### config.mk
export PLATFORM = sky130hd
export DESIGN_NAME = wav_header_parser_flat
export DESIGN_NICKNAME = d
export VERILOG_FILES = /design/src/wavhp_pkg.sv /design/src/wavhp_in_if.sv /design/src/wavhp_out_if.sv /design/src/wav_header_parser.sv /design/src/flat_wrapper.sv
export SDC_FILE = /design/constraint.sdc
export NUM_CORES = 1
export LEC_CHECK = 0
export BUFFER_PORTS_ARGS = -buffer_cell sky130_fd_sc_hd__buf_2
export CAP_MARGIN = 20
export CORE_ASPECT_RATIO = 0.7
export CORE_MARGIN = 2
export CORE_UTILIZATION = 35
export DETAILED_ROUTE_END_ITERATION = 8
export GPL_ROUTABILITY_DRIVEN = 1
export MAX_ROUTING_LAYER = met4
export PLACE_DENSITY = 0.62
export RECOVER_POWER = 50
export SETUP_SLACK_MARGIN = 0.02
export SKIP_LAST_GASP = 1
export SYNTH_ARGS = -nofsm -noshare
export SYNTH_HDL_FRONTEND = slang
export SYNTH_SLANG_ARGS = --single-unit
### constraint.sdc
create_clock -name clk_i -period 18.8 [get_ports clk_i]
set_input_delay 0.94 -clock clk_i [delete_from_list [all_inputs] [get_ports clk_i]]
set_output_delay 0.94 -clock clk_i [all_outputs]
set_load 0.005 [all_outputs]
### src/wavhp_pkg.sv
// ----------------------------------------------------------------------------
// wavhp_pkg
// Shared types, codes and constants of the RIFF/WAVE PCM header parser.
// ----------------------------------------------------------------------------
package wavhp_pkg;

  localparam int unsigned ByteW    = 8;
  localparam int unsigned WordW    = 32;
  localparam int unsigned HalfW    = 16;
  localparam int unsigned KindW    = 2;
  localparam int unsigned ErrW     = 4;
  localparam int unsigned PhaseW   = 4;
  localparam int unsigned DivSteps = WordW;

  typedef logic [KindW-1:0] kind_t;
  typedef logic [ErrW-1:0]  err_t;

  localparam kind_t KIND_HEADER = 2'd0;
  localparam kind_t KIND_SAMPLE = 2'd1;
  localparam kind_t KIND_ERROR  = 2'd2;

  localparam err_t ERR_OK        = 4'd0;
  localparam err_t ERR_RIFF      = 4'd1;
  localparam err_t ERR_SIZE      = 4'd2;
  localparam err_t ERR_WAVE      = 4'd3;
  localparam err_t ERR_FMT       = 4'd4;
  localparam err_t ERR_NOT_PCM   = 4'd5;
  localparam err_t ERR_DATA_TAG  = 4'd6;
  localparam err_t ERR_ZERO_BPS  = 4'd7;
  localparam err_t ERR_FMT_SMALL = 4'd8;

  localparam logic [WordW-1:0] TAG_RIFF = 32'h4646_4952;
  localparam logic [WordW-1:0] TAG_WAVE = 32'h4556_4157;
  localparam logic [WordW-1:0] TAG_FMT  = 32'h2074_6D66;
  localparam logic [WordW-1:0] TAG_DATA = 32'h6174_6164;
  localparam logic [WordW-1:0] RIFF_HDR_ADD = 32'd8;
  localparam logic [WordW-1:0] FMT_BASE_LEN = 32'd16;
  localparam logic [WordW-1:0] PCM_FORMAT   = 32'd1;

  // register byte addresses
  localparam logic [2:0] ADDR_FILE_SIZE = 3'd0;

endpackage

### src/wavhp_in_if.sv
// ----------------------------------------------------------------------------
// wavhp_in_if
// Byte stream channel into the parser: one file byte per beat.
// ----------------------------------------------------------------------------
interface wavhp_in_if;
  import wavhp_pkg::*;

  logic              valid;
  logic              ready;
  logic [ByteW-1:0]  data_byte;
  logic              first_byte;

  modport source (output valid, data_byte, first_byte, input ready);
  modport sink   (input valid, data_byte, first_byte, output ready);

endinterface

### src/wavhp_out_if.sv
// ----------------------------------------------------------------------------
// wavhp_out_if
// Result channel of the parser: header, sample or error per beat.
// ----------------------------------------------------------------------------
interface wavhp_out_if;
  import wavhp_pkg::*;

  logic                     valid;
  logic                     ready;
  logic [KindW-1:0]         result_kind;
  logic [ErrW-1:0]          error_code;
  logic [HalfW-1:0]         channels;
  logic [WordW-1:0]         rate_hz;
  logic [WordW-1:0]         samples_total;
  logic signed [HalfW-1:0]  sample_value;
  logic                     last_sample;

  modport source (output valid, result_kind, error_code, channels, rate_hz,
                  samples_total, sample_value, last_sample, input ready);
  modport sink   (input valid, result_kind, error_code, channels, rate_hz,
                  samples_total, sample_value, last_sample, output ready);

endinterface

### src/wav_header_parser.sv
// ----------------------------------------------------------------------------
// wav_header_parser
// RIFF/WAVE PCM header parser with sample extraction.
// ----------------------------------------------------------------------------
// Takes a file one byte per beat on in_i (first_byte restarts parsing) and
// returns one header beat with channels, rate and sample count, then the
// signed 16-bit samples with last_sample on the final one, or a single error
// beat on the first failed check. A byte is taken whenever the output register is
// free, except after the last byte of the data size: the sample count comes from
// a one-bit-per-cycle restoring divider, and in_i.ready stays low while it runs.
// file_size (APB byte address 0) must be written while the block is idle.
// ----------------------------------------------------------------------------
module wav_header_parser (
  input  logic                       clk_i,
  input  logic                       rst_ni,
  wavhp_in_if.sink                   in_i,
  wavhp_out_if.source                out_o,
  input  logic                       psel,
  input  logic                       penable,
  input  logic                       pwrite,
  input  logic [2:0]                 paddr,
  input  logic [wavhp_pkg::WordW-1:0] pwdata,
  output logic [wavhp_pkg::WordW-1:0] prdata,
  output logic                       pready
);
  import wavhp_pkg::*;

  localparam logic [PhaseW-1:0] PH_RIFF    = 4'd0;
  localparam logic [PhaseW-1:0] PH_CSIZE   = 4'd1;
  localparam logic [PhaseW-1:0] PH_WAVE    = 4'd2;
  localparam logic [PhaseW-1:0] PH_FMTTAG  = 4'd3;
  localparam logic [PhaseW-1:0] PH_FMTLEN  = 4'd4;
  localparam logic [PhaseW-1:0] PH_FORMAT  = 4'd5;
  localparam logic [PhaseW-1:0] PH_CHAN    = 4'd6;
  localparam logic [PhaseW-1:0] PH_RATE    = 4'd7;
  localparam logic [PhaseW-1:0] PH_BRATE   = 4'd8;
  localparam logic [PhaseW-1:0] PH_ALIGN   = 4'd9;
  localparam logic [PhaseW-1:0] PH_BITS    = 4'd10;
  localparam logic [PhaseW-1:0] PH_SKIP    = 4'd11;
  localparam logic [PhaseW-1:0] PH_DTAG    = 4'd12;
  localparam logic [PhaseW-1:0] PH_DSIZE   = 4'd13;
  localparam logic [PhaseW-1:0] PH_SAMPLES = 4'd14;
  localparam logic [PhaseW-1:0] PH_IDLE    = 4'd15;

  localparam int unsigned BpsW  = HalfW - 3;
  localparam int unsigned DcntW = $clog2(DivSteps);

  // configuration
  logic [WordW-1:0] file_size_q;

  // parser state
  logic [PhaseW-1:0] phase_q, phase_d;
  logic [1:0]        off_q, off_d;
  logic [WordW-1:0]  acc_q, acc_d;
  logic [WordW-1:0]  fmt_len_q, fmt_len_d;
  logic [HalfW-1:0]  chan_q, chan_d;
  logic [WordW-1:0]  rate_q, rate_d;
  logic [HalfW-1:0]  bits_q, bits_d;
  logic [WordW-1:0]  left_q, left_d;   // dividend/quotient during the divide
  logic [ByteW-1:0]  hold_q, hold_d;

  // divider
  logic              busy_q, busy_d;
  logic [DcntW-1:0]  dcnt_q, dcnt_d;
  logic [BpsW-1:0]   rem_q, rem_d;

  // output register
  logic                    ovalid_q, ovalid_d;
  logic [KindW-1:0]        okind_q, okind_d;
  logic [ErrW-1:0]         oerr_q, oerr_d;
  logic [HalfW-1:0]        ochan_q, ochan_d;
  logic [WordW-1:0]        orate_q, orate_d;
  logic [WordW-1:0]        ototal_q, ototal_d;
  logic signed [HalfW-1:0] oval_q, oval_d;
  logic                    olast_q, olast_d;

  logic              accept;
  logic              cfg_wr;
  logic [PhaseW-1:0] cur_phase;
  logic [1:0]        cur_off;
  logic [WordW-1:0]  cur_acc;
  logic [WordW-1:0]  field_v;
  logic [1:0]        last_off;
  logic              field_done;
  logic [BpsW-1:0]   bps;
  logic [BpsW:0]     rem_sh;
  logic [BpsW+1:0]   rem_diff;
  logic              q_bit;
  logic [WordW-1:0]  left_dec;
  logic [WordW-1:0]  fmt_dec;

  assign pready = 1'b1;
  assign prdata = (paddr == ADDR_FILE_SIZE) ? file_size_q : '0;
  assign cfg_wr = psel & penable & pwrite;

  assign in_i.ready = ~busy_q & (~ovalid_q | out_o.ready);
  assign accept     = in_i.valid & in_i.ready;

  // first_byte restarts parsing on this very beat
  assign cur_phase = in_i.first_byte ? PH_RIFF : phase_q;
  assign cur_off   = in_i.first_byte ? 2'd0 : off_q;
  assign cur_acc   = in_i.first_byte ? '0 : acc_q;

  assign field_v = cur_acc | (WordW'(in_i.data_byte) << {cur_off, 3'b000});

  always_comb begin
    unique case (cur_phase)
      PH_FORMAT, PH_CHAN, PH_ALIGN, PH_BITS: last_off = 2'd1;
      default:                               last_off = 2'd3;
    endcase
  end
  assign field_done = (cur_off == last_off);

  // restoring divide step: quotient bits shift into left_q
  assign bps      = bits_q[HalfW-1:3];
  assign rem_sh   = {rem_q, left_q[WordW-1]};
  assign rem_diff = {1'b0, rem_sh} - {2'b00, bps};
  assign q_bit    = ~rem_diff[BpsW+1];

  assign left_dec = left_q - 1'b1;
  assign fmt_dec  = fmt_len_q - 1'b1;

  always_comb begin
    phase_d   = phase_q;
    off_d     = off_q;
    acc_d     = acc_q;
    fmt_len_d = fmt_len_q;
    chan_d    = chan_q;
    rate_d    = rate_q;
    bits_d    = bits_q;
    left_d    = left_q;
    hold_d    = hold_q;
    busy_d    = busy_q;
    dcnt_d    = dcnt_q;
    rem_d     = rem_q;

    ovalid_d = ovalid_q & ~out_o.ready;
    okind_d  = okind_q;
    oerr_d   = oerr_q;
    ochan_d  = ochan_q;
    orate_d  = orate_q;
    ototal_d = ototal_q;
    oval_d   = oval_q;
    olast_d  = olast_q;

    if (busy_q) begin
      rem_d  = q_bit ? rem_diff[BpsW-1:0] : rem_sh[BpsW-1:0];
      left_d = {left_q[WordW-2:0], q_bit};
      dcnt_d = dcnt_q + 1'b1;
      if (dcnt_q == DcntW'(DivSteps - 1)) begin
        busy_d   = 1'b0;
        phase_d  = ({left_q[WordW-2:0], q_bit} == '0) ? PH_IDLE : PH_SAMPLES;
        ovalid_d = 1'b1;
        okind_d  = KIND_HEADER;
        oerr_d   = ERR_OK;
        ochan_d  = chan_q;
        orate_d  = rate_q;
        ototal_d = {left_q[WordW-2:0], q_bit};
        oval_d   = '0;
        olast_d  = 1'b0;
      end
    end else if (accept) begin
      phase_d = cur_phase;
      off_d   = cur_off;
      acc_d   = cur_acc;
      unique case (cur_phase)
        PH_IDLE: begin
        end
        PH_SKIP: begin
          fmt_len_d = fmt_dec;
          if (fmt_dec == '0) begin
            phase_d = PH_DTAG;
          end
        end
        PH_SAMPLES: begin
          if (!cur_off[0]) begin
            hold_d = in_i.data_byte;
            off_d  = 2'd1;
          end else begin
            off_d    = 2'd0;
            left_d   = left_dec;
            ovalid_d = 1'b1;
            okind_d  = KIND_SAMPLE;
            oerr_d   = ERR_OK;
            ochan_d  = '0;
            orate_d  = '0;
            ototal_d = '0;
            oval_d   = {in_i.data_byte, hold_q};
            olast_d  = (left_dec == '0);
            if (left_dec == '0) begin
              phase_d = PH_IDLE;
            end
          end
        end
        default: begin
          if (!field_done) begin
            acc_d = field_v;
            off_d = cur_off + 1'b1;
          end else begin
            acc_d   = '0;
            off_d   = 2'd0;
            phase_d = cur_phase + 1'b1;
            oerr_d  = ERR_OK;
            unique case (cur_phase)
              PH_RIFF:   if (field_v != TAG_RIFF) oerr_d = ERR_RIFF;
              PH_CSIZE:  if (field_v + RIFF_HDR_ADD != file_size_q) oerr_d = ERR_SIZE;
              PH_WAVE:   if (field_v != TAG_WAVE) oerr_d = ERR_WAVE;
              PH_FMTTAG: if (field_v != TAG_FMT) oerr_d = ERR_FMT;
              PH_FMTLEN: begin
                fmt_len_d = field_v;
                if (field_v < FMT_BASE_LEN) oerr_d = ERR_FMT_SMALL;
              end
              PH_FORMAT: if (field_v != PCM_FORMAT) oerr_d = ERR_NOT_PCM;
              PH_CHAN:   chan_d = field_v[HalfW-1:0];
              PH_RATE:   rate_d = field_v;
              PH_BITS: begin
                bits_d    = field_v[HalfW-1:0];
                fmt_len_d = fmt_len_q - FMT_BASE_LEN;
                phase_d   = (fmt_len_q == FMT_BASE_LEN) ? PH_DTAG : PH_SKIP;
              end
              PH_DTAG:   if (field_v != TAG_DATA) oerr_d = ERR_DATA_TAG;
              PH_DSIZE: begin
                if (bps == '0) begin
                  oerr_d = ERR_ZERO_BPS;
                end else begin
                  // header goes out when the divide finishes
                  phase_d = PH_DSIZE;
                  busy_d  = 1'b1;
                  dcnt_d  = '0;
                  rem_d   = '0;
                  left_d  = field_v;
                end
              end
              default: begin
              end
            endcase
            if (oerr_d != ERR_OK) begin
              phase_d  = PH_IDLE;
              ovalid_d = 1'b1;
              okind_d  = KIND_ERROR;
              ochan_d  = '0;
              orate_d  = '0;
              ototal_d = '0;
              oval_d   = '0;
              olast_d  = 1'b0;
            end else begin
              oerr_d = oerr_q;
            end
          end
        end
      endcase
    end
  end

  always_ff @(posedge clk_i or negedge rst_ni) begin
    if (!rst_ni) begin
      file_size_q <= '0;
      phase_q     <= PH_RIFF;
      off_q       <= '0;
      acc_q       <= '0;
      busy_q      <= 1'b0;
      dcnt_q      <= '0;
      ovalid_q    <= 1'b0;
    end else begin
      if (cfg_wr && paddr == ADDR_FILE_SIZE) begin
        file_size_q <= pwdata;
      end
      phase_q  <= phase_d;
      off_q    <= off_d;
      acc_q    <= acc_d;
      busy_q   <= busy_d;
      dcnt_q   <= dcnt_d;
      ovalid_q <= ovalid_d;
    end
  end

  always_ff @(posedge clk_i) begin
    fmt_len_q <= fmt_len_d;
    chan_q    <= chan_d;
    rate_q    <= rate_d;
    bits_q    <= bits_d;
    left_q    <= left_d;
    hold_q    <= hold_d;
    rem_q     <= rem_d;
    okind_q   <= okind_d;
    oerr_q    <= oerr_d;
    ochan_q   <= ochan_d;
    orate_q   <= orate_d;
    ototal_q  <= ototal_d;
    oval_q    <= oval_d;
    olast_q   <= olast_d;
  end

  assign out_o.valid         = ovalid_q;
  assign out_o.result_kind   = okind_q;
  assign out_o.error_code    = oerr_q;
  assign out_o.channels      = ochan_q;
  assign out_o.rate_hz       = orate_q;
  assign out_o.samples_total = ototal_q;
  assign out_o.sample_value  = oval_q;
  assign out_o.last_sample   = olast_q;

endmodule
### src/flat_wrapper.sv
// flat-port wrapper written by rule: the top's interface ports become plain ports
module wav_header_parser_flat import wavhp_pkg::*;
  (clk_i, rst_ni, psel, penable, pwrite, paddr, pwdata, prdata, pready, in_i_valid, in_i_data_byte, in_i_first_byte, in_i_ready, out_o_valid, out_o_result_kind, out_o_error_code, out_o_channels, out_o_rate_hz, out_o_samples_total, out_o_sample_value, out_o_last_sample, out_o_ready);
  wavhp_in_if in_i_i ();
  wavhp_out_if out_o_i ();
  input  logic clk_i;
  input  logic rst_ni;
  input  logic psel;
  input  logic penable;
  input  logic pwrite;
  input  logic [2:0] paddr;
  input  logic [wavhp_pkg::WordW-1:0] pwdata;
  output logic [wavhp_pkg::WordW-1:0] prdata;
  output logic pready;
  input wire logic [$bits(in_i_i.valid)-1:0] in_i_valid;
  input wire logic [$bits(in_i_i.data_byte)-1:0] in_i_data_byte;
  input wire logic [$bits(in_i_i.first_byte)-1:0] in_i_first_byte;
  output wire logic [$bits(in_i_i.ready)-1:0] in_i_ready;
  output wire logic [$bits(out_o_i.valid)-1:0] out_o_valid;
  output wire logic [$bits(out_o_i.result_kind)-1:0] out_o_result_kind;
  output wire logic [$bits(out_o_i.error_code)-1:0] out_o_error_code;
  output wire logic [$bits(out_o_i.channels)-1:0] out_o_channels;
  output wire logic [$bits(out_o_i.rate_hz)-1:0] out_o_rate_hz;
  output wire logic [$bits(out_o_i.samples_total)-1:0] out_o_samples_total;
  output wire logic [$bits(out_o_i.sample_value)-1:0] out_o_sample_value;
  output wire logic [$bits(out_o_i.last_sample)-1:0] out_o_last_sample;
  input wire logic [$bits(out_o_i.ready)-1:0] out_o_ready;
  assign in_i_i.valid = in_i_valid;
  assign in_i_i.data_byte = in_i_data_byte;
  assign in_i_i.first_byte = in_i_first_byte;
  assign in_i_ready = in_i_i.ready;
  assign out_o_valid = out_o_i.valid;
  assign out_o_result_kind = out_o_i.result_kind;
  assign out_o_error_code = out_o_i.error_code;
  assign out_o_channels = out_o_i.channels;
  assign out_o_rate_hz = out_o_i.rate_hz;
  assign out_o_samples_total = out_o_i.samples_total;
  assign out_o_sample_value = out_o_i.sample_value;
  assign out_o_last_sample = out_o_i.last_sample;
  assign out_o_i.ready = out_o_ready;
  wav_header_parser u_core (.clk_i(clk_i), .rst_ni(rst_ni), .in_i(in_i_i), .out_o(out_o_i), .psel(psel), .penable(penable), .pwrite(pwrite), .paddr(paddr), .pwdata(pwdata), .prdata(prdata), .pready(pready));
endmodule
==> metrics.md <==
| Metric | Value |
|---|---|
| Violations in the final reports | `capacitance limit, slew limit` |
| Die W | `272 um` |
| HPWL after detailed placement | `42900 um` |
| Starting Density | `0.356` |
| CTS clk-pin slew, worst paths | `60 ps` |
| FP Rows | `68` |
| Num CTS Buffers | `36` |
| Vias in the first global route | `13300` |
| Synthesis-to-layout area growth | `15.2%` |
| Postcts setup bufs | `0` |
| CP startpoint kind | `primary input` |
| Net Count, Synth | `1734` |
| Layout Nets | `1901` |
| Root Driver | `clkbuf_16` |
| Buf/Inv on CP | `6` |
| Setup TNS | `0 ps` |
| Area of the mapped netlist | `17600 sq um` |
| Post-CTS sizing | `0` |
| Clk sinks | `326` |
| CP arrival | `7500 ps` |
| Leakage | `7.67 nW` |
| Combinational fraction of design power | `0.266` |
| CTS tree | `done` |
| DR vias/cell | `5.65` |
| Count of different cell masters after synthesis | `89` |
| Worst path slowest cell | `clkbuf_1` |
| Switch share | `0.343` |
| Tmin final | `7340 ps` |
| Area of the multi-input gates | `7600 sq um` |
| Max Freq | `136 MHz` |
| Critical Path, Cell by Cell | `clkbuf_1 -> clkinv_1 -> clkbuf_1 -> o21ai_0 -> inv_1 -> xnor2_1 -> nor3_1 -> a211oi_1 -> a211oi_1 -> nand4_1 -> nor4_2 -> o21ai_2 -> a21oi_1 -> nor3_2 -> buf_4 -> buf_4` |
| Clk Latency, worst-skew pair | `550 ps` |
| Worst vdd ir | `0.0000532 V` |
| Max-Cap Viols | `5` |
| Via count | `14200` |
| Routed wire length | `59000 um` |
| Post-Syn Instances | `1656` |
| Core Footprint | `49500 sq um` |
| Status | `finished with violations` |
| Max stage delay on crit path | `860 ps` |
| GP Congestion | `0.961` |
| Largest buffer count on any clock path | `3` |
| Crit Path Max Fanout | `74` |
| DRC viols | `0` |
| Worst path top cell family by delay | `buffers and inverters` |
| Setup crit end kind | `register` |
| Main synth FF type | `edfxtp_1` |
| Net Switching | `0.792 mW` |
| H-tree depth | `2` |
| All-Layer GR Usage | `0.229` |
| Worst setup path category | `primary input to register` |
| Overall Power | `2.31 mW` |
| Count of final hold-check violations | `0` |
| PwrDens | `114 nW/um^2` |
| Layout cells sized above 1 | `0.143` |
| Fin. max-slew vios | `270` |
| Initial DRC count | `1641` |
| Synthesized area per cell | `10.7 sq um` |
| RSZ-0062 raised after global routing | `no` |
| Pre-antenna DRT Iters | `5` |
| Number of synthesized flops with an enable pin | `249` |
| Fillers | `4878` |
| Number of buffers added on ports | `187` |
| First-pass GRT wire length | `87600 um` |
| Int Power | `1.52 mW` |
| Worst Hold Class | `register to register` |
| Rel. slew slack | `-1.21` |
| Antenna-violating nets left | `0` |
| CP required | `18960 ps` |
| # IOs | `189` |
| Storage cell area | `9400 sq um` |
| Tcrit/Tclk final | `0.391` |
| Skew final | `17.5 ps` |
| Grt total ovfl | `0` |
| Clock power frac | `0.313` |
| Die H | `192 um` |
| Synth warn | `0` |
| Async S/R FF share, synth | `0.236` |
| Initial antenna violation count | `0` |
| Largest net degree at the start of global routing | `96` |
| FF+latch count, synth | `326` |
| Routed len/inst | `23.4 um` |
| CTS Hold Bufs | `0` |
| Die area | `52200 sq um` |
| Sequential share of the synthesized area | `0.533` |
| Final setup fails | `0` |
| Sequential Power Share | `0.421` |
| Least-Margin Pin Slew | `3310 ps` |
==> per-layer routing <==
layer  vias up  routed length, um  track usage
li1       6441                  -            -
met1      7097              28400        0.342
met2       628              25700        0.334
met3        66               4250       0.0343
met4         0                638       0.0340
met5         -                  0            -
==> power by group through the flow <==
| stage | Clock (mW) | Sequential, mW | Combinational [mW] |
|---|---|---|---|
| final | 0.722 | 0.972 | 0.614 |
| after global routing | 0.764 | 0.980 | 0.666 |
| after CTS | 0.738 | 0.971 | 0.614 |
| after detailed placement | 0 | 0.985 | 0.609 |
| after global placement | 0 | 0.984 | 0.606 |
| after floorplan | 0 | 0.949 | 0.411 |
==> final timing paths <==
| check | from | to | slack (ps) | cells past startpoint |
|---|---|---|---|---|
| setup / recovery | in_i_first_byte | u_core.out_o.samples_total[6] | 11460 | 16 |
| max in group asynchronous | rst_ni | u_core.dcnt_q[0] | 14690 | 2 |
| setup reg to reg | u_core.off_q[0] | u_core.out_o.samples_total[6] | 12440 | 14 |
| hold / removal | u_core.acc_q[28] | u_core.acc_q[28] | 490 | 2 |
| hold reg to reg | u_core.acc_q[28] | u_core.acc_q[28] | 490 | 2 |
| min in group asynchronous | rst_ni | u_core.file_size_q[30] | 890 | 1 |
==> layout make-up <==
cell class	count	share of cell area
multi-input combinational	1175	0.374
sequential	326	0.463
timing repair buffer	216	0.0507
antenna	3	0.000369
tap	665	0.0409
inverter	68	0.0126
clock buffer	44	0.0463
clock inverter	22	0.0124
==> cells by family after synthesis <==
group | synth area share
AND/OR/NAND/NOR | 0.197
flip-flops | 0.533
adder cells (fa/ha/maj) | 0.0196
AO/OA/AOI/OAI | 0.138
other | 0.000213
multiplexers | 0.0326
XOR/XNOR | 0.0452
buffers and inverters | 0.0348
==> worst register-to-register path, stage by stage (launching register included) <==
cell	delay (ps)
dfrtp_1	750
and3b_1	410
o21ai_0	960
inv_1	510
xnor2_1	360
nor3_1	80
a211oi_1	640
a211oi_1	170
nand4_1	150
nor4_2	100
o21ai_2	310
a21oi_1	150
nor3_2	120
buf_4	390
buf_4	750
==> state kept, by name, summed over array words and instances, names as in the netlist <==
register / cells
u_core.acc_q: 32
u_core.file_size_q: 32
u_core.fmt_len_q: 32
u_core.left_q: 32
u_core.out_o.rate_hz: 32
u_core.out_o.samples_total: 32
u_core.rate_q: 32
u_core.chan_q: 16
u_core.out_o.channels: 16
u_core.out_o.sample_value: 16
u_core.bits_q: 13
u_core.rem_q: 13
u_core.hold_q: 8
u_core.dcnt_q: 5
u_core.out_o.error_code: 4
u_core.phase_q: 4
u_core.off_q: 2
u_core.out_o.result_kind: 2
u_core.busy_q: 1
u_core.out_o.last_sample: 1
u_core.out_o.valid: 1
==> Yosys cell counts (20+ instances only) <==
master	n	area, sq um
edfxtp_1	249	7480
nand2_1	129	484
and2_1	120	751
nor2_1	111	417
o21ai_0	110	551
dfrtp_1	77	1930
a21oi_1	71	355
clkbuf_1	64	240
inv_1	60	225
xnor2_1	59	517
nor3_1	45	225
mux2_2	36	405
nand3_1	35	175
nor4_1	32	200
xor2_1	32	280
and3_1	29	181
ha_1	26	325
a21o_1	22	165
nand4_1	20	125
==> layout by cell type (no fill, tap or decap), types with 9 or more instances in the layout <==
cell	n
nand2_1	129
and2_1	33
nand2b_1	16
or4_1	13
o22ai_1	9
xor2_1	32
inv_1	64
and3_1	29
clkbuf_1	88
clkbuf_16	36
a21o_1	22
and3b_1	15
or3_1	14
dfrtp_1	77
mux2i_1	17
buf_2	115
ha_1	26
o31ai_1	12
nand3_1	35
nor4_1	32
nor2_1	109
nor3_1	44
and2_0	88
xnor2_1	59
buf_4	20
a22o_1	18
nor2b_1	12
a31oi_1	15
mux2_2	34
edfxtp_1	249
nand4_1	20
o21ai_0	119
a21oi_1	71
o221ai_1	14
==> metrics by stage <==
step           hold slack [ps]  cells  utilization  instance area, sq um  worst slack, ps
2_1_floorplan              450   1656            -                 17600             7770
3_3_place_gp               467   2448        0.389                 19300            12560
3_5_place_dp               479   2449        0.390                 19300            12470
4_1_cts                    334   2515        0.414                 20500            12920
5_1_grt                    519   2516        0.410                 20300            10990
6_report                   493   2519        0.410                 20300            11460
Note: power is estimated with default switching activity, not from simulation.
